## src/hw/rtl/line_segment_follow_controller_core_macros.svh

```systemverilog
// ----------------------------------------------------------------------------
// line segment follow controller assertion macros
// concurrent assertion wrappers, empty when SYNTHESIS is defined
// ----------------------------------------------------------------------------
`ifndef LINE_SEGMENT_FOLLOW_CONTROLLER_CORE_MACROS_SVH
`define LINE_SEGMENT_FOLLOW_CONTROLLER_CORE_MACROS_SVH
`ifndef SYNTHESIS
`define LSFC_ASSERT_IMP(label, clk, rst_n, ante, cons) \
	label: assert property (@(posedge clk) disable iff (!rst_n) (ante) |-> (cons)) \
		else $error("lsfc assertion failed");
`define LSFC_ASSERT_NXT(label, clk, rst_n, ante, cons) \
	label: assert property (@(posedge clk) disable iff (!rst_n) (ante) |=> (cons)) \
		else $error("lsfc assertion failed");
`else
`define LSFC_ASSERT_IMP(label, clk, rst_n, ante, cons)
`define LSFC_ASSERT_NXT(label, clk, rst_n, ante, cons)
`endif
`endif

```

## src/hw/rtl/lsfc_pkg.sv

```systemverilog
// ----------------------------------------------------------------------------
// lsfc_pkg
// shared constants, tables and types of the line segment follow controller
// ----------------------------------------------------------------------------
`default_nettype none
package lsfc_pkg;

	localparam int TURN_RATE_LIMIT_DEF   = 4;
	localparam int CORDIC_ITERATIONS_DEF = 14;

	// cordic datapath widths
	localparam int CX_W = 20;
	localparam int CZ_W = 24;

	localparam logic signed [17:0]     PI_Q13     = 18'sd25736;
	localparam logic signed [17:0]     TWO_PI_Q13 = 18'sd51472;
	localparam logic signed [CZ_W-1:0] PI_Q20     = 24'sd3294199;

	localparam int ATAN_ENTRIES = 20;
	localparam logic signed [CZ_W-1:0] ATAN_Q20 [ATAN_ENTRIES] = '{
		24'sd823550, 24'sd486170, 24'sd256879, 24'sd130396, 24'sd65451,
		24'sd32757,  24'sd16383,  24'sd8192,   24'sd4096,   24'sd2048,
		24'sd1024,   24'sd512,    24'sd256,    24'sd128,    24'sd64,
		24'sd32,     24'sd16,     24'sd8,      24'sd4,      24'sd2
	};

	// square root and cross-track divider
	localparam int SQRT_W     = 50;
	localparam int SQRT_STEPS = 25;
	localparam int LEN_W      = 25;
	localparam int DIV_W      = 44;
	localparam int DIV_QW     = 19;

	typedef enum logic [2:0] {
		REG_START_X   = 3'd0,
		REG_START_Y   = 3'd1,
		REG_END_X     = 3'd2,
		REG_END_Y     = 3'd3,
		REG_NOM_SPEED = 3'd4,
		REG_K_THETA   = 3'd5,
		REG_K_NORMAL  = 3'd6,
		REG_ARRIVE    = 3'd7
	} reg_idx_t;

	localparam logic signed [15:0] START_X_RST   = 16'sd0;
	localparam logic signed [15:0] START_Y_RST   = 16'sd0;
	localparam logic signed [15:0] END_X_RST     = 16'sd4096;
	localparam logic signed [15:0] END_Y_RST     = 16'sd0;
	localparam logic [11:0]        NOM_SPEED_RST = 12'd614;
	localparam logic signed [15:0] K_THETA_RST   = 16'sd1280;
	localparam logic signed [15:0] K_NORMAL_RST  = -16'sd12800;
	localparam logic [14:0]        ARRIVE_RST    = 15'd82;

	// one step of angle wrap into [-pi, pi]
	function automatic logic signed [17:0] wrap_once(input logic signed [17:0] a);
		logic signed [17:0] r;
		r = a;
		if (a >= PI_Q13)
			r = a - TWO_PI_Q13;
		else if (a <= -PI_Q13)
			r = a + TWO_PI_Q13;
		return r;
	endfunction

endpackage
`default_nettype wire

```

## src/hw/rtl/lsfc_sqrt_cell.sv

```systemverilog
// ----------------------------------------------------------------------------
// lsfc_sqrt_cell
// one registered result bit of the digit-by-digit integer square root
// ----------------------------------------------------------------------------
`default_nettype none
module lsfc_sqrt_cell import lsfc_pkg::*; #(
	parameter int K  = 0,
	parameter int SW = 1
) (
	input  logic              clk,
	input  logic [SQRT_W-1:0] v_in,
	input  logic [SQRT_W-1:0] res_in,
	input  logic [SW-1:0]     side_in,
	output logic [SQRT_W-1:0] v_out,
	output logic [SQRT_W-1:0] res_out,
	output logic [SW-1:0]     side_out
);

	localparam logic [SQRT_W-1:0] BIT = {{(SQRT_W-1){1'b0}}, 1'b1} << (2*K);

	logic [SQRT_W-1:0] trial, v_n, res_n;
	logic [SQRT_W-1:0] v_q, res_q;
	logic [SW-1:0]     side_q;

	always_comb begin
		trial = res_in + BIT;
		if (v_in >= trial) begin
			v_n   = v_in - trial;
			res_n = (res_in >> 1) + BIT;
		end else begin
			v_n   = v_in;
			res_n = res_in >> 1;
		end
	end

	always_ff @(posedge clk) begin
		v_q    <= v_n;
		res_q  <= res_n;
		side_q <= side_in;
	end

	assign v_out    = v_q;
	assign res_out  = res_q;
	assign side_out = side_q;

endmodule
`default_nettype wire

```

## config.mk

```make
export PLATFORM = sky130hd
export DESIGN_NAME = lsfc_sqrt_cell
export DESIGN_NICKNAME = d
export VERILOG_FILES = /design/src/hw/rtl/line_segment_follow_controller_core_macros.svh /design/src/hw/rtl/lsfc_pkg.sv /design/src/hw/rtl/lsfc_sqrt_cell.sv
export SDC_FILE = /design/constraint.sdc
export NUM_CORES = 1
export LEC_CHECK = 0
export BUFFER_PORTS_ARGS = -buffer_cell sky130_fd_sc_hd__buf_2
export CAP_MARGIN = 5
export CORE_ASPECT_RATIO = 2
export CORE_MARGIN = 2
export CORE_UTILIZATION = 44
export CTS_CLUSTER_DIAMETER = 50
export DETAILED_ROUTE_END_ITERATION = 8
export PLACE_DENSITY_LB_ADDON = 0.1
export SYNTH_ARGS = -nofsm -noshare
export SYNTH_HDL_FRONTEND = slang
export SYNTH_SLANG_ARGS = --single-unit
```

## constraint.sdc

```tcl
create_clock -name clk -period 6.8 [get_ports clk]
set_clock_uncertainty 0.1 [all_clocks]
set_input_delay 1.02 -clock clk [delete_from_list [all_inputs] [get_ports clk]]
set_output_delay 1.02 -clock clk [all_outputs]
set_load 0.005 [all_outputs]
```

* Word-level counts from Yosys, hierarchy flattened
Cells that the tools add are included.
W data, S select, Z words.
** Cells by class
- $add $sub $neg :: 3
- Magnitude comparators :: 1
- Mux-type cells :: 2
** Operators by type and width (count)
- $add A49 B1 Y50 const B :: 1
- $add A50 B1 Y50 const B :: 1
- $ge A50 B50 Y1 :: 1
- $mux W50 :: 1
- $sub A50 B50 Y50 :: 1
- $mux W49 :: 1
** Word-level totals
- Flip-flop bits (word level) :: 101
- Input port bits :: 102
- Output and inout port bits :: 101
- Logic and storage cells :: 10

* Longest topological paths before layout
- Depth after elaboration :: 3
- Depth in mapped cells :: 23
- Depth with buffers taken out :: 20

* Worst setup path after synthesis
Ideal clock, no wire load.
- Kind :: input -> register
- Start point :: input res_in[3]
- End point :: register res_q[47] (netlist: res_out[47])
- Library setup time :: 0.118 ns
- Arrival :: 5.089 ns
- Required time :: 6.582 ns
- Path slack :: 1.492 ns
- Stages on the path :: 19
- Path buffers :: 3
- Cell sequence :: buf_2 > nand4_4 > or2_2 > clkbuf_1 > or4_4 > nor2_2 > nand2_1 > nor2_1 > xnor2_1 > ha_1 > buf_2 > nand4_1 > or3_1 > a211oi_2 > o211ai_2 > a21oi_2 > o21ai_2 > or4_1 > xnor2_1
** On the way
- Cells in the longest elaborated chain, start to end :: 3
- Elaborated cells on any way between the ends :: 4
- Those cells by class :: add/sub (2); order compare (1); mux (1)
** RTL lines
- start: declaration :: line lsfc_sqrt_cell.sv:12 : input logic [SQRT_W-1:0] res_in,
- $add A50 B1 Y50 :: line lsfc_sqrt_cell.sv:26 : trial = res_in + BIT;
- $ge A50 B50 Y1 :: line lsfc_sqrt_cell.sv:27 : if (v_in >= trial) begin
- $mux W49 * :: line lsfc_sqrt_cell.sv:27
- net res_n[47] :: line lsfc_sqrt_cell.sv:21 : logic [SQRT_W-1:0] trial, v_n, res_n;
- end signal: assignment :: line lsfc_sqrt_cell.sv:38 : res_q <= res_n;
- end: declaration :: line lsfc_sqrt_cell.sv:22 : logic [SQRT_W-1:0] v_q, res_q;
The timed path passes the listed nets; every way through them passes the cells marked *.
A chain may end at the register's enable or synchronous reset.

* Worst setup path in the final report
- Start point :: input res_in[2]
- End point :: register res_q[41] (netlist: res_out[41])
Same word-level chain as after synthesis.

==> impl_metrics.tcl <==
set metrics [dict create \
    start_kind "input port" \
    yosys.area.top_type_share_pct 26.76 \
    cts.path.max_buffers 2 \
    slew_viol_final 0 \
    cp_slowest_cell "or4_4" \
    status "completed" \
    crit_path_end_kind "flip-flop" \
    drtIter0Drc 514 \
    busiest_layer "met2" \
    crit_required_ns 6.95 \
    initial_core_util_pct 45.06 \
    ctsResizeCount 0 \
    finalPower_uw 1844 \
    syn_to_final_growth_pct 19.84 \
    p_comb_share_pct 33.8 \
    cts_root_buffer "clkbuf_16" \
    hold_viol 0 \
    cts_hold_buf 0 \
    p_sw_uw 642.5 \
    use_met3_pct 3.175 \
    drive_gt1_share_pct 22.55 \
    first_pass_iters 5 \
    cp_max_fo 15 \
    synth.most_common_cell "nor2_1" \
    core_area_um2 16770 \
    place_inst 1353 \
    synth_cells 976 \
    p_clk_share_pct 29.2 \
    use_met1_pct 29.28 \
    arrival_ns 6.04 \
    ioPinCount 203 \
    setup_viol 0 \
    hp-class "in -> reg" \
    powerDensity_nw_per_um2 203.7 \
    grt_max_degree 46 \
    max_freq_mhz 169.8 \
    synth_area_leaders "dfxtp_1 (27%), ha_1 (8.6%), xnor2_1 (8.3%)" \
    met2_usage_pct 61.49 \
    hold_slack_ns 0.6577 \
    place.gp.congestion 1.029 \
    cts.sinks 101 \
    finalNetCount 1312 \
    grt_pass1_vias 7998 \
    cts.clk_slew.worst_paths_ns 0.07 \
    portBuffers 202 \
    dp_hpwl_mm 24.18 \
    synth-seq-cells 101 \
    vias 7930 \
    yosysSeqAreaShare_pct 26.76 \
    fp.dieW_um 96.66 \
    finalNonFillerCells 1369 \
    switching_share_pct 34.84 \
    yosysWarnings 0 \
    synth_edf_count 0 \
    drtAntennaViolNets 0 \
    period_minus_slack_ns 5.889 \
    rsz0062_at_grt "false" \
    worstMarginPinSlew_ns 0.9609 \
    drv_cap 0 \
    wl_per_cell_um 21.35 \
    route.detailed.drc 0 \
    die_h_um 189.3 \
    cts_tree "done" \
    synth_nets 1131 \
    max_stage_delay_ns 0.58 \
    synth_common_cells "nor2_1 (108), dfxtp_1 (101), nand2_1 (100)" \
    antenna_found_initial 0 \
    syn_area_per_cell_um2 7.741 \
    post_cts_buffers 0 \
    avgViaCountPerCell 5.793 \
    antenna_cells 0 \
    wl_mm 29.22 \
    leakagePower_uw 0.003969 \
    synth_cell_types 68 \
    critPathKind "in -> reg" \
    tns_ns 0 \
    synth_ff_type "dfxtp_1" \
    htree_levels 3 \
    crit_top_cell "nand4_1" \
    netlist_area_um2 7555 \
    relSlewSlack_pct 34.28 \
    gr-total-overflow 0 \
    seq_power_share_pct 37.0 \
    finalCritPeriodShare_pct 86.61 \
    grt_pass1_wl_mm 43.86 \
    path_cells "buf_2 > ha_1 > inv_1 > or2_2 > or4_4 > nor2_2 > nand4_1 > nor2_1 > nand2_1 > xor2_1 > ha_1 > nand4_1 > nor2_1 > nand4_1 > nor4_1 > a211oi_1 > o211ai_1 > or2_2 > buf_4 > nand4_1 > xnor2_1" \
    ir_drop_mv 0.1222 \
    row_count 67 \
    yosys.area.top_type "dfxtp_1" \
    grt_use_total_pct 31.02 \
    die_area_um2 18300 \
    cts_buffers 9 \
    cellInternalPower_uw 1202 \
    async_flop_share_pct 0 \
]
==> power by group through the flow <==
stage | Clock, uW | Sequential (uW) | Combinational [uW]
floorplan | 0 | 708 | 360
global placement | 0 | 697 | 617
detailed placement | 0 | 696 | 615
CTS | 543 | 684 | 619
global route | 565 | 689 | 677
finish | 539 | 683 | 622
==> registers in the layout, indices dropped and copies added, names as in the netlist <==
name and flops:
res_out 50, side_out 1, v_out 50
==> cells by family (layout without fill, tap and decap cells) <==
logic type | count (synthesis) | count (layout) | synth area share, %
flops | 101 | 101 | 26.76
compound gates | 221 | 221 | 19.00
xor+xnor | 136 | 136 | 15.77
buf+inv | 73 | 259 | 4.405
fa+ha+maj | 53 | 53 | 8.877
simple gates | 392 | 392 | 25.19
==> area by class of cell <==
type	instances	area, um2
tap	207	259.0
multi-input combinational	802	5205
clock inverter	7	75.07
fill	1728	7712
timing repair buffer	226	1204
clock buffer	9	225.2
sequential	101	2022
inverter	17	63.81
==> per-stage QoR <==
| stage | utilization, % | area [um2] | setup WS (ns) |
|---|---|---|---|
| finish | 54.00 | 9054 | 0.9105 |
| global route | 54.00 | 9054 | 0.5601 |
| CTS | 54.00 | 9054 | 0.9795 |
| detailed placement | 52.21 | 8753 | 0.6064 |
| global placement | 52.21 | 8753 | 0.7497 |
| floorplan | - | 7555 | 1.492 |
==> critical path, delay by kind of cell <==
kind	cells	cell delay [ns]
compound gates	2	0.39
xor+xnor	2	0.32
fa+ha+maj	2	0.63
buf+inv	3	0.53
simple gates	12	3.12
==> metal layers <==
layer	vias up	part of all wire (%)
li1	3837	-
met1	3681	33
met2	314	56
met3	98	4.2
met4	0	6.9
met5	-	0
==> cells in the final DEF, fill, tap and decap left out, types with 40 or more instances in the layout <==
master,synthesis,routed
nor2_1,108,108
nand3_1,40,40
nand2_1,100,100
dfxtp_1,101,101
xnor2_1,72,72
nand4_1,46,46
ha_1,52,52
a21oi_1,77,77
xor2_1,64,64
buf_2,21,202
==> worst paths after layout <==
check / start / to / cells past startpoint
hold / removal: side_in / side_out$_DFF_P_ / 1
setup / recovery: res_in[2] / res_out[41]$_DFF_P_ / 21
Note: power is estimated with default switching activity, not from simulation.
