--- src/hw/rtl/line_segment_follow_controller_core_macros.svh ---
// ----------------------------------------------------------------------------
// line segment follow controller assertion macros
// concurrent assertion wrappers, empty when SYNTHESIS is defined
// ----------------------------------------------------------------------------
`ifndef LINE_SEGMENT_FOLLOW_CONTROLLER_CORE_MACROS_SVH
`define LINE_SEGMENT_FOLLOW_CONTROLLER_CORE_MACROS_SVH
`ifndef SYNTHESIS
`define LSFC_ASSERT_IMP(label, clk, rst_n, ante, cons) \
	label: assert property (@(posedge clk) disable iff (!rst_n) (ante) |-> (cons)) \
		else $error("lsfc assertion failed");
`define LSFC_ASSERT_NXT(label, clk, rst_n, ante, cons) \
	label: assert property (@(posedge clk) disable iff (!rst_n) (ante) |=> (cons)) \
		else $error("lsfc assertion failed");
`else
`define LSFC_ASSERT_IMP(label, clk, rst_n, ante, cons)
`define LSFC_ASSERT_NXT(label, clk, rst_n, ante, cons)
`endif
`endif

--- src/hw/rtl/lsfc_pkg.sv ---
// ----------------------------------------------------------------------------
// lsfc_pkg
// shared constants, tables and types of the line segment follow controller
// ----------------------------------------------------------------------------
`default_nettype none
package lsfc_pkg;

	localparam int TURN_RATE_LIMIT_DEF   = 4;
	localparam int CORDIC_ITERATIONS_DEF = 14;

	// cordic datapath widths
	localparam int CX_W = 20;
	localparam int CZ_W = 24;

	localparam logic signed [17:0]     PI_Q13     = 18'sd25736;
	localparam logic signed [17:0]     TWO_PI_Q13 = 18'sd51472;
	localparam logic signed [CZ_W-1:0] PI_Q20     = 24'sd3294199;

	localparam int ATAN_ENTRIES = 20;
	localparam logic signed [CZ_W-1:0] ATAN_Q20 [ATAN_ENTRIES] = '{
		24'sd823550, 24'sd486170, 24'sd256879, 24'sd130396, 24'sd65451,
		24'sd32757,  24'sd16383,  24'sd8192,   24'sd4096,   24'sd2048,
		24'sd1024,   24'sd512,    24'sd256,    24'sd128,    24'sd64,
		24'sd32,     24'sd16,     24'sd8,      24'sd4,      24'sd2
	};

	// square root and cross-track divider
	localparam int SQRT_W     = 50;
	localparam int SQRT_STEPS = 25;
	localparam int LEN_W      = 25;
	localparam int DIV_W      = 44;
	localparam int DIV_QW     = 19;

	typedef enum logic [2:0] {
		REG_START_X   = 3'd0,
		REG_START_Y   = 3'd1,
		REG_END_X     = 3'd2,
		REG_END_Y     = 3'd3,
		REG_NOM_SPEED = 3'd4,
		REG_K_THETA   = 3'd5,
		REG_K_NORMAL  = 3'd6,
		REG_ARRIVE    = 3'd7
	} reg_idx_t;

	localparam logic signed [15:0] START_X_RST   = 16'sd0;
	localparam logic signed [15:0] START_Y_RST   = 16'sd0;
	localparam logic signed [15:0] END_X_RST     = 16'sd4096;
	localparam logic signed [15:0] END_Y_RST     = 16'sd0;
	localparam logic [11:0]        NOM_SPEED_RST = 12'd614;
	localparam logic signed [15:0] K_THETA_RST   = 16'sd1280;
	localparam logic signed [15:0] K_NORMAL_RST  = -16'sd12800;
	localparam logic [14:0]        ARRIVE_RST    = 15'd82;

	// one step of angle wrap into [-pi, pi]
	function automatic logic signed [17:0] wrap_once(input logic signed [17:0] a);
		logic signed [17:0] r;
		r = a;
		if (a >= PI_Q13)
			r = a - TWO_PI_Q13;
		else if (a <= -PI_Q13)
			r = a + TWO_PI_Q13;
		return r;
	endfunction

endpackage
`default_nettype wire

--- src/hw/rtl/lsfc_cordic_cell.sv ---
// ----------------------------------------------------------------------------
// lsfc_cordic_cell
// one registered vectoring step of the bearing cordic
// ----------------------------------------------------------------------------
`default_nettype none
module lsfc_cordic_cell import lsfc_pkg::*; #(
	parameter int IDX = 0,
	parameter int SW  = 1
) (
	input  logic                   clk,
	input  logic signed [CX_W-1:0] x_in,
	input  logic signed [CX_W-1:0] y_in,
	input  logic signed [CZ_W-1:0] z_in,
	input  logic [SW-1:0]          side_in,
	output logic signed [CX_W-1:0] x_out,
	output logic signed [CX_W-1:0] y_out,
	output logic signed [CZ_W-1:0] z_out,
	output logic [SW-1:0]          side_out
);

	logic signed [CX_W-1:0] xs, ys, x_n, y_n;
	logic signed [CZ_W-1:0] z_n;
	logic signed [CX_W-1:0] x_q, y_q;
	logic signed [CZ_W-1:0] z_q;
	logic [SW-1:0]          side_q;

	always_comb begin
		xs = x_in >>> IDX;
		ys = y_in >>> IDX;
		if (!y_in[CX_W-1]) begin
			x_n = x_in + ys;
			y_n = y_in - xs;
			z_n = z_in + ATAN_Q20[IDX];
		end else begin
			x_n = x_in - ys;
			y_n = y_in + xs;
			z_n = z_in - ATAN_Q20[IDX];
		end
	end

	always_ff @(posedge clk) begin
		x_q    <= x_n;
		y_q    <= y_n;
		z_q    <= z_n;
		side_q <= side_in;
	end

	assign x_out    = x_q;
	assign y_out    = y_q;
	assign z_out    = z_q;
	assign side_out = side_q;

endmodule
`default_nettype wire

--- config.mk ---
export PLATFORM = sky130hd
export DESIGN_NAME = lsfc_cordic_cell
export DESIGN_NICKNAME = d
export VERILOG_FILES = /design/src/hw/rtl/line_segment_follow_controller_core_macros.svh /design/src/hw/rtl/lsfc_pkg.sv /design/src/hw/rtl/lsfc_cordic_cell.sv
export SDC_FILE = /design/constraint.sdc
export NUM_CORES = 1
export LEC_CHECK = 0
export ABC_AREA = 1
export BUFFER_PORTS_ARGS = -buffer_cell sky130_fd_sc_hd__buf_2
export CAP_MARGIN = 20
export CORE_ASPECT_RATIO = 0.8
export CORE_UTILIZATION = 51
export CTS_BUF_LIST = sky130_fd_sc_hd__clkbuf_4
export DETAILED_ROUTE_END_ITERATION = 8
export GPL_TIMING_DRIVEN = 1
export HOLD_SLACK_MARGIN = 0.06
export PLACE_DENSITY = 0.81
export SYNTH_ARGS = -nofsm -noshare
export SYNTH_HDL_FRONTEND = slang
export SYNTH_SLANG_ARGS = --single-unit
--- constraint.sdc ---
create_clock -name clk -period 2 [get_ports clk]
set_clock_uncertainty 0.1 [all_clocks]
set_input_delay 0.2 -clock clk [delete_from_list [all_inputs] [get_ports clk]]
set_output_delay 0.2 -clock clk [all_outputs]
set_load 0.005 [all_outputs]
# After elaboration in Yosys (flattened, before gate mapping)
# Cells that the tools add are included.
[totals]
word_cells = 12
inputBits = 66
reg_bits = 65
[op_classes]
muxes = 3
addsub = 5
[op_table]
columns = ["cell", "count"]
rows = [
  ["$mux W20", 2],
  ["$sub A20 B20 Y20", 2],
  ["$add A24 B21 Y24 const B", 1],
  ["$mux W24", 1],
  ["$sub A24 B21 Y24 const B", 1],
  ["$add A20 B20 Y20", 1],
]

# Longest topological paths before layout
# Gate-level depths: netlist of run 1.
[depth]
word_depth = 2
ltp_mapped = 16

# Worst setup path before layout of run 1
# OpenSTA, ideal clock, no wires.
[synth_timing]
path_type = "in2reg"
startpoint = "input port y_in[19]"
endpoint = "register z_q[17] (netlist: z_out[17])"
stages = 11
slack_ns = -0.068
t_arrival_ns = 1.848
t_required_ns = 1.780
cell_sequence = "buf_2 > clkinv_1 > clkbuf_8 > ha_1 > a21oi_1 > nand2_1 > nand2_1 > o211ai_1 > nand3_1 > nand2_1 > xor2_1"
[synth_via]
elab_chain_cells = 1
[synth_lines]
columns = ["item", "line_no", "text"]
rows = [
  ["start, declared", "lsfc_cordic_cell.sv:12", "input logic signed [CX_W-1:0] y_in,"],
  ["$mux W24", "lsfc_cordic_cell.sv:30", "if (!y_in[CX_W-1]) begin"],
  ["named net z_n[17]", "lsfc_cordic_cell.sv:22", "logic signed [CZ_W-1:0] z_n;"],
  ["end signal, assigned", "lsfc_cordic_cell.sv:44", "z_q <= z_n;"],
  ["end, declared", "lsfc_cordic_cell.sv:24", "logic signed [CZ_W-1:0] z_q;"],
]
# The timed path passes the listed nets, and every way through them passes these cells.

# Final worst setup path of run 1
[layout_timing]
startpoint = "input port z_in[14]"
endpoint = "register z_q[20] (netlist: z_out[20])"
[layout_via]
elab_chain_cells = 2
word_cells_on_any_way = 3
cone_classes = "add/sub (2); mux (1)"
[layout_lines]
columns = ["item", "line_no", "text"]
rows = [
  ["start, declared", "lsfc_cordic_cell.sv:13", "input logic signed [CZ_W-1:0] z_in,"],
  ["$add A24 B21 Y24 or $sub A24 B21 Y24 (tied branches)", "lsfc_cordic_cell.sv:33, lsfc_cordic_cell.sv:37", ""],
  ["$mux W24 *", "lsfc_cordic_cell.sv:30", ""],
  ["named net z_n[20]", "lsfc_cordic_cell.sv:22", ""],
]
# The timed path passes the listed nets; every way through them passes the cells marked *.

==> qor.csv, run 1 <==
stage;metric;value;unit
run_status;status;finished clean;
place;placed cells;1413;
timing;Final Hold Vio Count;0;
final_layout;Multi-input gate area;4560;um^2
final_layout;Final Non-Filler Cells;1442;
run;max_cap viols;0;
global_routing;first-pass GRT wire length;31300;um
cts;H-Tree Depth;3;
yosys;syn nets;1201;
cts;clock sinks;64;
timing;Final WS setup;0.0946;ns
yosys;sequential area share after synthesis;19.4;%
cts;Num CTS Buffers;9;
critical_path;critical path type;input port to flip-flop;
floorplan;die width;129;um
routing;Routed WL;19200;um
critical_path;Max stage delay on crit path;0.54;ns
floorplan;Cell Rows;36;
yosys;ys flop type;dfxtp_1;
routing;antenna viol nets, final;0;
yosys;Yosys warnings;0;
routing;Initial DRT Pass Iterations;5;
place;Detailed Place HPWL;15800;um
yosys;top-area cell type share of the netlist area;19.4;%
timing;post-layout minimum cycle time;1.91;ns
timing;FMAX;525;MHz
timing;period utilisation layout;95.3;%
yosys;Synth area leader;dfxtp_1;
power;leakage power;4.71;nW
place;port bufs;130;
floorplan;Die Y;104;um
routing;Avg WL per Cell;13.3;um
timing;Rel. slew slack;66.5;%
cts;CTS tree;yes;
place;Place WS;-0.186;ns
routing;First DRT Iteration DRCs;777;
critical_path;critical path buffer and inverter count;2;
critical_path;cell repeated most along the worst path;nand2_1;
final_layout;layout cells sized above 1;22.0;%
yosys;Distinct cells, synth;41;
critical_path;CP cell instances;dlygate4sd3_1 > buf_2 > ha_1 > nand2_1 > nor2_1 > and3_1 > nand4_1 > nand3_1 > nand2_1 > nand2_1;
cts;clock root buffer;clkbuf_4;
timing;Final Max Slew Viols;0;
critical_path;crit start category;input port;
floorplan;floorplan core area;12400;um^2
critical_path;Crit Path Max Fanout;4;
global_routing;initial antenna violation count;0;
global_routing;largest net degree at the start of global routing;40;
place;routability cong.;0.974;
final_layout;Final #Nets;1414;
yosys;Post-Syn Area;6620;um^2
cts;CTS clk-pin slew, worst paths;0.13;ns
yosys;FF+latch count, synth;64;
yosys;Avg Inst Size Synth;6.29;um^2
cts;clock buffer depth;2;
routing;vias;7440;
yosys;Synth Instances;1053;
critical_path;endpoint class of the critical path;flip-flop;
critical_path;Worst Path Arrival;2.19;ns
min_path;worst min path class;input port to flip-flop;
timing;final setup fails;0;
timing;worst-margin pin slew;0.497;ns
final_layout;filler instances;1190;
floorplan;I/O Pins;131;
yosys;async set-reset flop share out of synthesis;0;%
critical_path;slowest CP cell;dlygate4sd3_1;
global_routing;Tot GR Track Use;29.2;%
final_layout;Layout area overhead;24.2;%
final_layout;antenna cells;0;
critical_path;Worst path top cell family by delay;simple AND/OR/NAND/NOR gates;
power;Power Density;577;nW/um^2
routing;post-DR vias/cell;5.16;
power;peak supply drop;0.282;mV
critical_path;worst path required time;2.29;ns
yosys;Area contributors post-synth;dfxtp_1, nand2_1, ha_1;
floorplan;die area;13400;um^2
global_routing;vias in the first global route;6817;
floorplan;starting density of the core;53.3;%
routing;residual DRC count;0;
global_routing;Overflow after GRT;0;
final_layout;register area;1280;um^2
yosys;Post-synth EDFFs;0;
## state kept, by name, indices dropped and copies added (netlist names)
name	flops
side_out	1
y_out	20
x_out	19
z_out	24
## placed cells by master, fill, tap and decap left out, types with 4 or more instances in the layout
master	count
clkbuf_4	9
nor2_1	69
nand2_4	6
o21bai_1	11
dfxtp_1	64
a21oi_1	62
a21oi_2	7
buf_4	83
nand3b_1	4
xor2_1	26
nor2_2	12
dlygate4sd3_1	12
buf_2	130
nand2_2	7
nand2_1	326
xnor2_1	6
nor3_1	7
ha_1	77
nand3_1	93
inv_1	154
nand4_1	17
fa_1	4
o21ai_0	41
nand3_2	6
## logic make-up (layout without fill, tap and decap cells)
| kind of cell | after synthesis | count (layout) | share of synthesized area, % |
|---|---|---|---|
| xor gates and xnor gates | 32 | 32 | 4.23 |
| DFF | 64 | 64 | 19.4 |
| buffers and inverters | 183 | 401 | 12.0 |
| and+or+nand+nor | 556 | 556 | 36.9 |
| AOI/OAI and AO/OA | 136 | 136 | 11.5 |
| adders and majority gates | 82 | 82 | 16.0 |
## worst min-delay path: stages
cell and delay, ns:
buf_2 0.13, buf_12 0.14, nand3_1 0.07, nand2_1 0.05
## worst paths after layout
kind,start,end,cells past startpoint
max,z_in[14],z_out[20]$_DFF_P_,10
min,y_in[19],y_out[18]$_DFF_P_,4
## power breakdown
group	internal, W	switching (W)	total, W
Clock	0.000380	0.000550	0.000930
Combinational	0.000933	0.00129	0.00223
Sequential	0.00152	0.0000688	0.00159
Total	0.00283	0.00191	0.00474
## metrics by stage
stage | area [um^2] | utilization [%] | hold slack, ns | total power (W) | TNS [ns]
finish | 8220 | 66.1 | 0.100 | 0.00474 | 0
global route | 8220 | 66.1 | 0.0857 | 0.00508 | -0.00517
CTS | 8200 | 65.9 | 0.0808 | 0.00472 | 0
detailed placement | 7940 | 63.8 | 0.209 | 0.00376 | -2.11
global placement | 7940 | 63.8 | 0.206 | 0.00373 | -0.893
floorplan | 6620 | - | 0.128 | 0.00292 | 0
## what timing repair did
| action | 4_1_cts | 5_1_grt |
|---|---|---|
| setup buffers | 0 | 1 |
| setup endpoints to repair | 0 | 4 |
| endpoints found under the hold margin | 12 | 0 |
| gates resized for setup | 0 | 5 |
| hold buffers | 12 | 0 |
## cell usage after synthesis, types with 3 or more instances
master    count
buf_2         5
buf_6         8
a21o_1        3
a21oi_1      64
a31oi_1       3
dfxtp_1      64
nand3_1      93
xor2_1       26
nand2_1     327
nor2_1       70
xnor2_1       6
ha_1         78
nor2_4        3
nor3_1        7
o21bai_1     11
a21oi_2       5
inv_2         3
nand3b_1      4
nand2_4       6
buf_4         9
fa_1          4
nand4_1      17
inv_1       154
nand3_2       6
o21ai_0      41
nand2_2       6
nor2_2       11
## routing by layer
metal / global-route usage, % / wire length, um / share of wire [%] / vias up
met2: 43.9 / 8010 / 42 / 369
met3: 3.91 / 1820 / 9.5 / 32
li1: - / - / - / 3773
met5: 0 / 0 / 0 / -
met1: 42.3 / 8970 / 47 / 3266
met4: 10.0 / 419 / 2.2 / 0
## layout make-up
| class | instances | area share (%) |
|---|---|---|
| multi-input combinational | 806 | 55.4 |
| clock inverter | 7 | 0.883 |
| inverter | 158 | 7.23 |
| timing repair buffer | 227 | 17.4 |
| tap | 171 | 2.60 |
| sequential | 64 | 15.6 |
| clock buffer | 9 | 0.822 |
No activity file was read; power rests on OpenSTA's default activity.
==> run 2, diff against run 1 <==
CORE_ASPECT_RATIO = 1.2   (was 0.8)
PLACE_DENSITY = 0.78   (was 0.81)
==> qor.csv, run 2 (synthesis gave the netlist of run 1 again) <==
stage;metric;value;unit
global_routing;largest net degree at the start of global routing;36;
power;Net Sw Frac;39.2;%
power;Sw Pwr;0.00192;W
timing;post-layout minimum cycle time;1.87;ns
timing;unrepaired setup endpoints after global routing;no;
min_path;WHS Path Cells;3;
cts;Num CTS Buffers;9;
timing;Final Hold Vio Count;0;
global_routing;vias in the first global route;7072;
routing;vias;7417;
critical_path;CP cell instances;dlygate4sd3_1 > buf_2 > ha_1 > nand2_1 > inv_1 > nand2_1 > nor3_2 > nand4_1 > nand3_1 > xor2_1;
routing;residual DRC count;0;
final_layout;Final Util;65.7;%
timing;Final Max Slew Viols;0;
critical_path;number of cells on the critical path;10;
timing;Final WS setup;0.133;ns
critical_path;cell repeated most along the worst path;nand2_1;
global_routing;initial antenna violation count;1;
final_layout;most frequent cells in the layout;nand2_1, inv_1, buf_2;
floorplan;I/O Pins;131;
critical_path;Crit Path Max Fanout;4;
timing;worst-margin pin slew;0.393;ns
floorplan;Die Y;127;um
routing;Initial DRT Pass Iterations;7;
routing;First DRT Iteration DRCs;459;
global_routing;Tot GR Track Use;28.8;%
cts;clock buffer depth;2;
routing;Avg WL per Cell;13.1;um
place;Placement Cell Area;8010;um^2
global_routing;first-pass GRT wire length;30800;um
power;peak supply drop;0.312;mV
place;Place WS;-0.145;ns
routing;Routed WL;19000;um
final_layout;layout cells sized above 1;22.6;%
floorplan;Cell Rows;45;
timing;setup_tns;0;ns
cts;post-CTS setup buffer count;0;
critical_path;endpoint class of the critical path;flip-flop;
run_status;status;finished clean;
floorplan;die width;106;um
final_layout;Layout area overhead;25.7;%
final_layout;Final #Nets;1427;
power;clock share of power;22.4;%
global_routing;Overflow after GRT;0;
floorplan;floorplan core area;12700;um^2
critical_path;critical path type;input port to flip-flop;
min_path;worst min path class;input port to flip-flop;
critical_path;Max stage delay on crit path;0.53;ns
floorplan;starting density of the core;52.3;%
place;Detailed Place HPWL;15800;um
routing;antenna viol nets, final;0;
timing;final setup fails;0;
power;sequential power share;32.5;%
cts;CTS clk-pin slew, worst paths;0.13;ns
critical_path;critical path buffer and inverter count;3;
power;combinational share of power;45.1;%
run;max_cap viols;0;
critical_path;worst path required time;2.29;ns
cts;H-Tree Depth;3;
critical_path;slowest CP cell;dlygate4sd3_1;
cts;CTS tree;yes;
cts;clock sinks;64;
routing;post-DR vias/cell;5.12;
final_layout;max FFs per register;24;
power;Power Density;588;nW/um^2
power;Int Power;0.00297;W
place;port bufs;130;
final_layout;commonest non-fill, non-tap cell in the layout;nand2_1;
place;routability cong.;0.986;
timing;Rel. slew slack;73.6;%
cts;clock root buffer;clkbuf_4;
critical_path;Worst path top cell family by delay;simple AND/OR/NAND/NOR gates;
power;Final Total Pwr;0.00489;W
critical_path;Worst Path Arrival;2.16;ns
final_layout;cell area after layout;8320;um^2
timing;FMAX;536;MHz
critical_path;crit start category;input port;
floorplan;die area;13400;um^2
timing;period utilisation layout;93.4;%
power;leakage power;4.78;nW
## run 2: path summary, 6_finish.rpt
check | startpoint | end | slack, ns
min | z_in[18] | z_out[18]$_DFF_P_ | 0.08
max | z_in[14] | z_out[19]$_DFF_P_ | 0.13
## run 2: metrics by stage
step,std cells,hold WS (ns)
5_1_grt,1449,0.0725
6_report,1449,0.0787
2_1_floorplan,1053,0.128
3_3_place_gp,1419,0.203
4_1_cts,1448,0.0701
3_5_place_dp,1419,0.207
## run 2: layout make-up
cell class / instances / area (um^2)
Multi-Input combinational cell: 806 / 4550
Fill cell: 1204 / 4350
Clock inverter: 7 / 96.3
Inverter: 158 / 594
Sequential cell: 64 / 1280
Antenna cell: 1 / 2.50
Timing Repair Buffer: 240 / 1520
Clock buffer: 9 / 67.6
Tap cell: 164 / 205
## run 2: power groups by stage
stage / combinational [W] / sequential [W] / clock, W
2_1_floorplan: 0.00128 / 0.00164 / 0
3_3_place_gp: 0.00212 / 0.00162 / 0
3_5_place_dp: 0.00216 / 0.00162 / 0
4_1_cts: 0.00219 / 0.00159 / 0.00110
5_1_grt: 0.00246 / 0.00161 / 0.00116
6_report: 0.00221 / 0.00159 / 0.00109
## run 2: repair_timing
action	in CTS	in global routing
endpoints found under the hold margin	13	0
gates resized for setup	0	3
endpoints found under the setup margin	0	2
hold buffers	13	0
## run 2: metal layers
metal,track usage (%),part of all wire [%],vias to the layer above,routed length [um]
met5,0,0,-,0
met4,13.8,3.9,0,743
li1,-,-,3800,-
met1,32.2,41,3314,7850
met3,4.32,4.9,51,924
met2,53.1,50,252,9450
