## src/hw/rtl/line_segment_follow_controller_core_macros.svh

```systemverilog
// ----------------------------------------------------------------------------
// line segment follow controller assertion macros
// concurrent assertion wrappers, empty when SYNTHESIS is defined
// ----------------------------------------------------------------------------
`ifndef LINE_SEGMENT_FOLLOW_CONTROLLER_CORE_MACROS_SVH
`define LINE_SEGMENT_FOLLOW_CONTROLLER_CORE_MACROS_SVH
`ifndef SYNTHESIS
`define LSFC_ASSERT_IMP(label, clk, rst_n, ante, cons) \
	label: assert property (@(posedge clk) disable iff (!rst_n) (ante) |-> (cons)) \
		else $error("lsfc assertion failed");
`define LSFC_ASSERT_NXT(label, clk, rst_n, ante, cons) \
	label: assert property (@(posedge clk) disable iff (!rst_n) (ante) |=> (cons)) \
		else $error("lsfc assertion failed");
`else
`define LSFC_ASSERT_IMP(label, clk, rst_n, ante, cons)
`define LSFC_ASSERT_NXT(label, clk, rst_n, ante, cons)
`endif
`endif

```

## src/hw/rtl/lsfc_div_cell.sv

```systemverilog
// ----------------------------------------------------------------------------
// lsfc_div_cell
// one registered quotient bit of a restoring divider
// ----------------------------------------------------------------------------
`default_nettype none
module lsfc_div_cell #(
	parameter int W   = 8,
	parameter int QW  = 4,
	parameter int BIT = 0,
	parameter int SW  = 1
) (
	input  logic          clk,
	input  logic [W-1:0]  rem_in,
	input  logic [W-1:0]  den_in,
	input  logic [QW-1:0] q_in,
	input  logic [SW-1:0] side_in,
	output logic [W-1:0]  rem_out,
	output logic [W-1:0]  den_out,
	output logic [QW-1:0] q_out,
	output logic [SW-1:0] side_out
);

	logic [W-1:0]  sub, rem_n;
	logic [QW-1:0] q_n;
	logic [W-1:0]  rem_q, den_q;
	logic [QW-1:0] q_q;
	logic [SW-1:0] side_q;

	always_comb begin
		sub   = den_in << BIT;
		rem_n = rem_in;
		q_n   = q_in;
		if (rem_in >= sub) begin
			rem_n      = rem_in - sub;
			q_n[BIT]   = 1'b1;
		end
	end

	always_ff @(posedge clk) begin
		rem_q  <= rem_n;
		den_q  <= den_in;
		q_q    <= q_n;
		side_q <= side_in;
	end

	assign rem_out  = rem_q;
	assign den_out  = den_q;
	assign q_out    = q_q;
	assign side_out = side_q;

endmodule
`default_nettype wire

```

## config.mk

```make
export PLATFORM = sky130hd
export DESIGN_NAME = lsfc_div_cell
export DESIGN_NICKNAME = d
export VERILOG_FILES = /design/src/hw/rtl/line_segment_follow_controller_core_macros.svh /design/src/hw/rtl/lsfc_div_cell.sv
export SDC_FILE = /design/constraint.sdc
export NUM_CORES = 1
export LEC_CHECK = 0
export BUFFER_PORTS_ARGS = -buffer_cell sky130_fd_sc_hd__clkbuf_2
export CORE_ASPECT_RATIO = 0.6
export CORE_MARGIN = 2
export CORE_UTILIZATION = 40
export DETAILED_ROUTE_END_ITERATION = 16
export PLACE_DENSITY_LB_ADDON = 0.05
export SLEW_MARGIN = 0
export SYNTH_ARGS = -nofsm -noshare
export SYNTH_HDL_FRONTEND = slang
export SYNTH_SLANG_ARGS = --single-unit
```

## constraint.sdc

```tcl
create_clock -name clk -period 2.7 [get_ports clk]
set_input_delay 0.675 -clock clk [delete_from_list [all_inputs] [get_ports clk]]
set_output_delay 0.675 -clock clk [all_outputs]
set_load 0.02 [all_outputs]
```

Yosys cells after proc, flatten, opt, wreduce, memory -nomap -nowiden
Index checks and enable logic that the tools add are counted.

cells by class
  add/sub/neg operators = 1
  magnitude comparators = 1
  mux-type cells = 1

operators by type and width
  kind                 count
  8-bit >= comparator  1
  8-bit 2-to-1 mux     1
  8-bit subtractor     1

word-level totals
  bits in registers = 21

Depth between registers and ports, before layout
Gate-level depths: netlist (run 1).

  depth in word-level cells = 2
  gate-level depth with buffers = 8
  depth with buffers taken out = 8

Worst setup path after synthesis (run 1)
OpenSTA, ideal clock, no wires.

  kind = input-to-reg
  from = in rem_in[0]
  to = reg rem_q[2] (netlist: rem_out[2])
  setup time = 0.121 ns
  arrival = 2.400 ns
  required time = 2.579 ns
  path slack = 0.180 ns
  cell stages on the path = 8
  buffers on the path = 0
  cells stage by stage = inv_1 -> ha_1 -> fa_1 -> nand2b_1 -> a21oi_4 -> o221ai_2 -> a22oi_4 -> mux2_2

on the way
  cells in the longest elaborated chain, start to end = 2

RTL lines
  item                                                            RTL line                                  RTL
  start: declaration                                              lsfc_div_cell.sv:13                       input logic [W-1:0] rem_in,
  8-bit subtractor / 8-bit >= comparator (equally long branches)  lsfc_div_cell.sv:34, lsfc_div_cell.sv:33
  8-bit 2-to-1 mux (*)                                            lsfc_div_cell.sv:33                       if (rem_in >= sub) begin
  net rem_n[2]                                                    lsfc_div_cell.sv:23                       logic [W-1:0] sub, rem_n;
  end signal: assignment                                          lsfc_div_cell.sv:40                       rem_q <= rem_n;
  end: declaration                                                lsfc_div_cell.sv:25                       logic [W-1:0] rem_q, den_q;

The timed path passes the listed nets; every way through them passes the cells marked *.
A chain may end at the register's enable or synchronous reset.

Final worst setup path (run 1)
Ends and elaborated chain as after synthesis.

==> results of run 1 <==
power by group through the flow:
| stage | logic (mW) | registers [mW] | clock network (mW) |
|---|---|---|---|
| 3_3_place_gp | 0.214 | 0.355 | 0 |
| 4_1_cts | 0.220 | 0.349 | 0.214 |
| 5_1_grt | 0.240 | 0.351 | 0.223 |
| 2_1_floorplan | 0.105 | 0.396 | 0 |
| 6_report | 0.218 | 0.348 | 0.205 |
| 3_5_place_dp | 0.218 | 0.355 | 0 |
metal layers:
layer,vias up,part of all wire [%],global-route usage (%)
li1,397,-,-
met1,330,50,20.0
met2,33,42,25.5
met3,2,7.4,6.45
met4,0,0.68,6.12
met5,-,0,0
worst paths after layout:
kind	startpoint	to	slack, ps	depth (start not counted)
max	rem_in[0]	rem_out[2]$_DFF_P_	300	9
min	q_in[2]	q_out[2]$_DFF_P_	510	1
through the flow:
stage | area, sq um | setup WS (ps)
finish | 1240 | 303
global placement | 1190 | 46.1
CTS | 1240 | 289
global route | 1240 | 234
floorplan | 930 | 180
detailed placement | 1190 | 3.53
kinds of logic (layout without fill, tap and decap cells):
group,count (synthesis),in the layout
buffers and inverters,11,59
xor gates and xnor gates,3,3
AOI/OAI and AO/OA,18,18
and+or+nand+nor,17,17
muxes,7,7
DFF,21,21
adders and majority gates,9,9
cell usage in the layout, fill, tap and decap left out, types with 2 or more instances in the layout:
cell type,count
mux2_2,5
buf_4,2
clkbuf_2,42
dfxtp_1,21
a21oi_1,4
nor2b_1,2
nand2b_1,3
mux2i_1,2
ha_1,8
o21a_1,2
clkbuf_8,3
nand3_1,2
xnor2_1,2
inv_1,11
nor2_1,5
o21ai_0,2
or2_2,2
cell usage after synthesis (2+ instances only):
cell type | n | area share (%)
dfxtp_1 | 21 | 45
inv_1 | 11 | 4.4
ha_1 | 8 | 11
mux2_2 | 5 | 6.1
nor2_1 | 5 | 2.0
a21oi_1 | 4 | 2.2
nand2b_1 | 3 | 2.0
mux2i_1 | 2 | 2.2
nand3_1 | 2 | 1.1
nor2b_1 | 2 | 1.3
o21a_1 | 2 | 1.6
o21ai_0 | 2 | 1.1
or2_2 | 2 | 1.3
xnor2_1 | 2 | 1.9
state kept, by name (all words and copies together) (netlist names):
signal	cells
q_out	4
side_out	1
rem_out	8
den_out	8
area by class of cell:
cell class / count / share of cell area, %
sequential: 21 / 33.9
timing repair buffer: 44 / 18.2
tap: 30 / 3.03
clock buffer: 3 / 3.33
multi-input combinational: 54 / 37.8
inverter: 11 / 3.33
clock inverter: 1 / 0.404
==> flow_metrics.env, run 1 <==
export IMPL_whs_ps=509
export IMPL_yosysSeqAreaShare_pct=45.2
export IMPL_netlist_area_sq_um=930
export IMPL_grt_max_degree=13
export IMPL_io_pins=43
export IMPL_rows=13
export IMPL_synth_warnings=0
export IMPL_hold_viol_final=0
export IMPL_drv_slew=0
export IMPL_start_util_pct=42.7
export IMPL_setup_violations=0
export IMPL_worstMarginPinSlew_ps=306
export IMPL_num_antenna_cells=0
export IMPL_synth_fa_ha_area_share_pct=12.9
export IMPL_slew_headroom_pct=79.5
export IMPL_wl_per_cell_um=11.6
export IMPL_fin_util_pct=56.8
export IMPL_synth_xor_area_share_pct=2.83
export IMPL_cts_setup_buffers=0
export IMPL_finalNetCount=166
export IMPL_num_vias=762
export IMPL_fillCellCount=210
export IMPL_clkPwrFrac_pct=26.6
export IMPL_drc=0
export IMPL_intPower_mw=0.539
export IMPL_p_comb_share_pct=28.2
export IMPL_period_share_pct=88.8
export IMPL_detail_route_antenna_nets=0
export IMPL_synth_edf_count=0
export IMPL_fin_total_pwr_mw=0.771
export IMPL_cts_buffers=3
export IMPL_area_delta_synth_final_pct=33.2
export IMPL_rsz0062_at_grt="no"
export IMPL_final_cells=164
export IMPL_cts_buffer_depth=2
export IMPL_crit_fanout=7
export IMPL_cap_violations=0
export IMPL_cp_data_arrival_time_ps=2550
export IMPL_cts_htree_levels=1
export IMPL_clock_root_buffer="clkbuf_8"
export IMPL_synthSimpleGateAreaFrac_pct=9.56
export IMPL_cts_tree="done"
export IMPL_setup_tns_ps=0
export IMPL_crit_slowest_cell="fa_1"
export IMPL_multi_input_area_sq_um=468
export IMPL_p_sw_share_pct=30.1
export IMPL_synth_compound_area_share_pct=16.8
export IMPL_postCtsHoldBufs=0
export IMPL_vias_per_cell=4.65
export IMPL_synth_seq_cells=21
export IMPL_gp_congestion=0.771
export IMPL_status="finished, final reports clean"
export IMPL_clkTransAtPathRegs_ps=80
export IMPL_syn_nets=117
export IMPL_track_usage_pct=16.0
export IMPL_grt_pass1_vias=686
export IMPL_drive_gt1_share_pct=43.3
export IMPL_core_sq_um=2180
export IMPL_cp_end_kind="flop"
export IMPL_grt_overflow=0
export IMPL_place_hpwl_um=1570
export IMPL_die_height_um=41.3
export IMPL_cp_num_buf_inv=2
export IMPL_pwr_share_seq_pct=45.2
export IMPL_synth_cells=86
export IMPL_p_sw_mw=0.232
export IMPL_crit_family="adder cells"
export IMPL_dieWidth_um=66.2
export IMPL_hp_class="in -> reg"
export IMPL_p_leak_nw=0.632
export IMPL_dr_pass1_iters=4
export IMPL_synth_top_flop_cell="dfxtp_1"
export IMPL_dieArea_sq_um=2740
export IMPL_period_needed_ps=2400
export IMPL_cpPeakStageDelay_ps=400
export IMPL_ys_types=29
export IMPL_synth_mux_area_share_pct=8.21
export IMPL_seq_area_sq_um=420
export IMPL_grt_antenna_before_repair=0
export IMPL_initialDrtViolationCount=18
export IMPL_power_density_nw_per_um2=622
export IMPL_criticalPathCategory="in -> reg"
export IMPL_cp_cell_sequence="clkbuf_2 -> inv_1 -> ha_1 -> fa_1 -> nand2b_1 -> a21oi_4 -> o221ai_2 -> a22oi_4 -> mux2_2"
export IMPL_required_ps=2850
export IMPL_dp_cells=160
export IMPL_cp_start_kind="input port"
export IMPL_wirelength_um=1910
export IMPL_synth_top_family_by_area="compound AO/OA/AOI/OAI gates"
export IMPL_avgSynthCellArea_sq_um=10.8
export IMPL_grt_pass1_wl_um=3020
export IMPL_cts_resized=0
export IMPL_clkSinkCount=21
export IMPL_fmax_ghz=0.417
export IMPL_synthArstFlopShare_pct=0
export IMPL_io_buffers=42
export IMPL_vdd_drop_max_mv=0.289
Power figures use the tool's default switching activity.
==> run 2: changes to the inputs <==
--- a/config.mk
+++ b/config.mk
@@ -6,9 +6,11 @@
 export NUM_CORES = 1
 export LEC_CHECK = 0
 export BUFFER_PORTS_ARGS = -buffer_cell sky130_fd_sc_hd__clkbuf_2
+export CELL_PAD_IN_SITES_DETAIL_PLACEMENT = 2
+export CELL_PAD_IN_SITES_GLOBAL_PLACEMENT = 2
 export CORE_ASPECT_RATIO = 0.6
 export CORE_MARGIN = 2
-export CORE_UTILIZATION = 40
+export CORE_UTILIZATION = 26
 export DETAILED_ROUTE_END_ITERATION = 16
 export PLACE_DENSITY_LB_ADDON = 0.05
 export SLEW_MARGIN = 0
==> run 2 against run 1 <==
Effect of this change:
- non-clock buffer count grew 1
- core utilization shrank 19 points
- clock power grew 5%
- maximum frequency shrank 1.4%
- critical path depth is the same
- combinational power grew 3%
==> flow_metrics.env, run 2 (synthesis results as in run 1) <==
export IMPL_setup_violations=0
export IMPL_area_delta_synth_final_pct=36.1
export IMPL_hp_class="in -> reg"
export IMPL_drive_gt1_share_pct=43.7
export IMPL_cp_start_kind="input port"
export IMPL_slew_headroom_pct=78.1
export IMPL_cp_end_kind="flop"
export IMPL_required_ps=2860
export IMPL_clkTransAtPathRegs_ps=80
export IMPL_cts_htree_levels=1
export IMPL_fmax_ghz=0.411
export IMPL_grt_max_degree=13
export IMPL_cap_violations=0
export IMPL_top_layer_used="met4"
export IMPL_io_pins=43
export IMPL_grt_overflow=0
export IMPL_period_share_pct=90.0
export IMPL_cts_setup_buffers=0
export IMPL_finalNetCount=167
export IMPL_grt_antenna_before_repair=0
export IMPL_p_leak_nw=0.636
export IMPL_cts_resized=0
export IMPL_wirelength_um=2460
export IMPL_worstMarginPinSlew_ps=327
export IMPL_clkSinkCount=21
export IMPL_die_height_um=50.3
export IMPL_core_sq_um=3340
export IMPL_status="finished, final reports clean"
export IMPL_grt_pass1_vias=845
export IMPL_cp_cell_sequence="clkbuf_2 -> inv_1 -> ha_1 -> fa_1 -> nand2b_1 -> a21oi_4 -> o221ai_2 -> a22oi_4 -> mux2_2"
export IMPL_detail_route_antenna_nets=0
export IMPL_period_needed_ps=2430
export IMPL_hold_viol_final=0
export IMPL_crit_family="adder cells"
export IMPL_dp_cells=176
export IMPL_drc=0
export IMPL_gp_congestion=0.742
export IMPL_track_usage_pct=13.5
export IMPL_vdd_drop_max_mv=0.165
export IMPL_final_common_cell="clkbuf_2"
export IMPL_dieArea_sq_um=4090
export IMPL_dr_pass1_iters=4
export IMPL_final_cells=180
export IMPL_clock_root_buffer="clkbuf_8"
export IMPL_crit_slowest_cell="fa_1"
export IMPL_crit_fanout=7
export IMPL_wl_met1_um=1210
export IMPL_cp_startpoint="rem_in[0]"
export IMPL_cp_depth=9
export IMPL_postCtsHoldBufs=0
export IMPL_cp_num_buf_inv=2
export IMPL_num_vias=789
export IMPL_start_util_pct=27.8
export IMPL_wl_per_cell_um=13.7
export IMPL_num_antenna_cells=0
export IMPL_grt_pass1_wl_um=4130
export IMPL_cts_buffers=3
export IMPL_crit_path_end="rem_out[3]$_DFF_P_"
export IMPL_rsz0062_at_grt="no"
export IMPL_cpPeakStageDelay_ps=400
export IMPL_rows=16
export IMPL_place_hpwl_um=2010
export IMPL_wl_met2_um=1020
export IMPL_power_density_nw_per_um2=624
export IMPL_wl_met3_um=212
export IMPL_vias_per_cell=4.38
export IMPL_whs_ps=508
export IMPL_criticalPathCategory="in -> reg"
export IMPL_layout_common_cells="clkbuf_2, dfxtp_1, inv_1"
export IMPL_initialDrtViolationCount=15
export IMPL_cp_data_arrival_time_ps=2590
export IMPL_io_buffers=42
export IMPL_drv_slew=0
export IMPL_cts_buffer_depth=2
export IMPL_dieWidth_um=81.2
export IMPL_cts_tree="done"
run 2: cell types whose count changed in the layout (fill, tap and decap cells not counted):
cell / delta
buf_4: +1
run 2: per-layer routing:
layer | vias up | GRT usage [%]
met5 | - | 0
met2 | 28 | 20.0
met4 | 0 | 3.39
met1 | 364 | 18.2
li1 | 395 | -
met3 | 2 | 5.76
run 2: metrics by stage:
step / util (%) / worst slack [ps] / TNS [ps] / instance area [sq um] / total power, mW
after global placement: 36.5 / 19.0 / 0 / 1220 / 0.577
final: 37.8 / 270 / 0 / 1260 / 0.789
after global routing: 37.8 / 170 / 0 / 1260 / 0.844
after floorplan: - / 180 / 0 / 930 / 0.501
after CTS: 37.8 / 258 / 0 / 1260 / 0.802
after detailed placement: 36.5 / -16.6 / -63.8 / 1220 / 0.584
run 2: how the worst min path moves through the flow:
| stage | cells past startpoint | startpoint | to |
|---|---|---|---|
| after detailed placement | 1 | side_in | side_out$_DFF_P_ |
| after floorplan | 0 | den_in[0] | den_out[0]$_DFF_P_ |
| final | 1 | q_in[1] | q_out[1]$_DFF_P_ |
| after global placement | 1 | q_in[2] | q_out[2]$_DFF_P_ |
| after global routing | 1 | q_in[1] | q_out[1]$_DFF_P_ |
| after CTS | 1 | side_in | side_out$_DFF_P_ |
run 2: report_power, final:
group / internal, mW / switching (mW)
combinational: 0.0976 / 0.127
clock: 0.103 / 0.112
sequential: 0.341 / 0.00821
total: 0.541 / 0.248
run 2: cell type report:
class	count	area (sq um)
fill	377	2080
timing repair buffer	45	233
sequential	21	420
tap	45	56.3
inverter	11	41.3
clock buffer	3	41.3
multi-input combinational	54	468
clock inverter	1	5.00
==> run 3: changes to the inputs <==
--- a/config.mk
+++ b/config.mk
@@ -10,7 +10,7 @@
 export CELL_PAD_IN_SITES_GLOBAL_PLACEMENT = 2
 export CORE_ASPECT_RATIO = 0.6
 export CORE_MARGIN = 2
-export CORE_UTILIZATION = 26
+export CORE_UTILIZATION = 28
 export DETAILED_ROUTE_END_ITERATION = 16
 export PLACE_DENSITY_LB_ADDON = 0.05
 export SLEW_MARGIN = 0
==> constraint.sdc (replaced) <==
create_clock -name clk -period 2.8 [get_ports clk]
set_input_delay 0.7 -clock clk [delete_from_list [all_inputs] [get_ports clk]]
set_output_delay 0.7 -clock clk [all_outputs]
set_load 0.02 [all_outputs]
==> run 3 against run 2 <==
Effect of this change:
- combinational power decreased by 5%
- sequential share of layout area up 0.40 points
- critical endpoint is now rem_out[5]$_DFF_P_
- clock-buffer cell count is the same
- worst hold slack improved by 28 ps
- highest routed layer unchanged
- cell count down 1.1%
==> flow_metrics.env, run 3 (synthesis results as in run 1) <==
export IMPL_hp_class="in -> reg"
export IMPL_place_hpwl_um=2020
export IMPL_cts_resized=0
export IMPL_cp_data_arrival_time_ps=2660
export IMPL_grt_pass1_vias=814
export IMPL_detail_route_antenna_nets=0
export IMPL_vias_per_cell=4.44
export IMPL_cts_setup_buffers=0
export IMPL_rsz0062_at_grt="no"
export IMPL_drive_gt1_share_pct=42.9
export IMPL_whs_ps=536
export IMPL_drv_slew=0
export IMPL_worstMarginPinSlew_ps=308
export IMPL_hp_start="q_in[1]"
export IMPL_io_buffers=42
export IMPL_busiest_layer="met2"
export IMPL_met1_usage_pct=18.7
export IMPL_crit_fanout=7
export IMPL_dr_pass1_iters=2
export IMPL_whs_endpoint="q_out[1]$_DFF_P_"
export IMPL_period_share_pct=89.4
export IMPL_grtUsageMet2_pct=23.3
export IMPL_vdd_drop_max_mv=0.153
export IMPL_postCtsHoldBufs=0
export IMPL_cp_start_kind="input port"
export IMPL_holdPathStages=1
export IMPL_period_needed_ps=2500
export IMPL_die_height_um=48.6
export IMPL_fin_util_pct=38.8
export IMPL_track_usage_pct=14.4
export IMPL_fillCellCount=359
export IMPL_required_ps=2950
export IMPL_clock_root_buffer="clkbuf_8"
export IMPL_core_sq_um=3220
export IMPL_slew_headroom_pct=79.4
export IMPL_wl_per_cell_um=13.8
export IMPL_area_delta_synth_final_pct=34.5
export IMPL_cap_violations=0
export IMPL_grtUsageMet3_pct=4.66
export IMPL_io_pins=43
export IMPL_clkSinkCount=21
export IMPL_cp_end_kind="flop"
export IMPL_rows=16
export IMPL_drc=0
export IMPL_cts_tree="done"
export IMPL_grt_antenna_before_repair=0
export IMPL_grt_overflow=0
export IMPL_criticalPathCategory="in -> reg"
export IMPL_initialDrtViolationCount=30
export IMPL_num_vias=791
export IMPL_num_antenna_cells=0
export IMPL_cts_htree_levels=1
export IMPL_grt_max_degree=13
export IMPL_fmax_ghz=0.400
export IMPL_dieArea_sq_um=3810
export IMPL_dieWidth_um=78.4
export IMPL_setup_violations=0
export IMPL_finalNetCount=165
export IMPL_cts_buffer_depth=2
export IMPL_power_density_nw_per_um2=601
export IMPL_hold_viol_final=0
export IMPL_final_common_cell="clkbuf_2"
export IMPL_p_leak_nw=0.627
export IMPL_grt_pass1_wl_um=4150
export IMPL_cts_buffers=3
export IMPL_status="finished, final reports clean"
export IMPL_wirelength_um=2450
export IMPL_layout_common_cells="clkbuf_2, dfxtp_1, inv_1"
export IMPL_clkTransAtPathRegs_ps=80
export IMPL_start_util_pct=28.8
export IMPL_gp_congestion=0.772
[run 3: changes by cell type in the layout (fill, tap and decap cells not counted), sizes merged]
| cell | before | now |
|---|---|---|
| buf | 3 | 1 |
[run 3: layer usage]
metal  routed length (um)  share of wire, %
met4                   15              0.61
met5                    0                 0
met2                 1100                45
met3                  135               5.5
met1                 1200                49
[run 3: cell type report]
class                           count  area (sq um)  area share [%]
Clock buffer                        3          41.3            3.30
Clock inverter                      1          5.00           0.400
Inverter                           11          41.3            3.30
Multi-Input combinational cell     54           468            37.4
Sequential cell                    21           420            33.6
Tap cell                           45          56.3            4.50
Timing Repair Buffer               43           218            17.4
[run 3: worst max-delay path, stage by stage]
cell      delay [ps]
clkbuf_2          80
inv_1             40
ha_1             220
fa_1             400
nand2b_1         190
a21oi_4          180
o221ai_2         180
a22oi_4          290
mux2_2           380
[run 3: how the worst max path moves through the flow]
stage	from	end	depth (start not counted)
global placement	rem_in[0]	rem_out[4]$_DFF_P_	9
global route	rem_in[0]	rem_out[5]$_DFF_P_	9
finish	rem_in[0]	rem_out[5]$_DFF_P_	9
detailed placement	rem_in[0]	rem_out[5]$_DFF_P_	9
floorplan	rem_in[0]	rem_out[2]$_DFF_P_	8
CTS	rem_in[0]	rem_out[5]$_DFF_P_	9
[run 3: power by group]
group | total [mW] | internal [mW] | switching [mW]
Clock | 0.201 | 0.0991 | 0.102
Combinational | 0.214 | 0.0901 | 0.124
Sequential | 0.337 | 0.329 | 0.00822
[run 3: per-stage QoR]
stage | setup slack (ps) | instance area (sq um) | power, mW | instances | TNS, ps
6_report | 297 | 1250 | 0.752 | 178 | 0
3_3_place_gp | 54.0 | 1200 | 0.554 | 174 | 0
5_1_grt | 171 | 1250 | 0.807 | 178 | 0
3_5_place_dp | -1.17 | 1200 | 0.559 | 174 | -1.17
2_1_floorplan | 255 | 930 | 0.483 | 86 | 0
4_1_cts | 280 | 1250 | 0.769 | 178 | 0
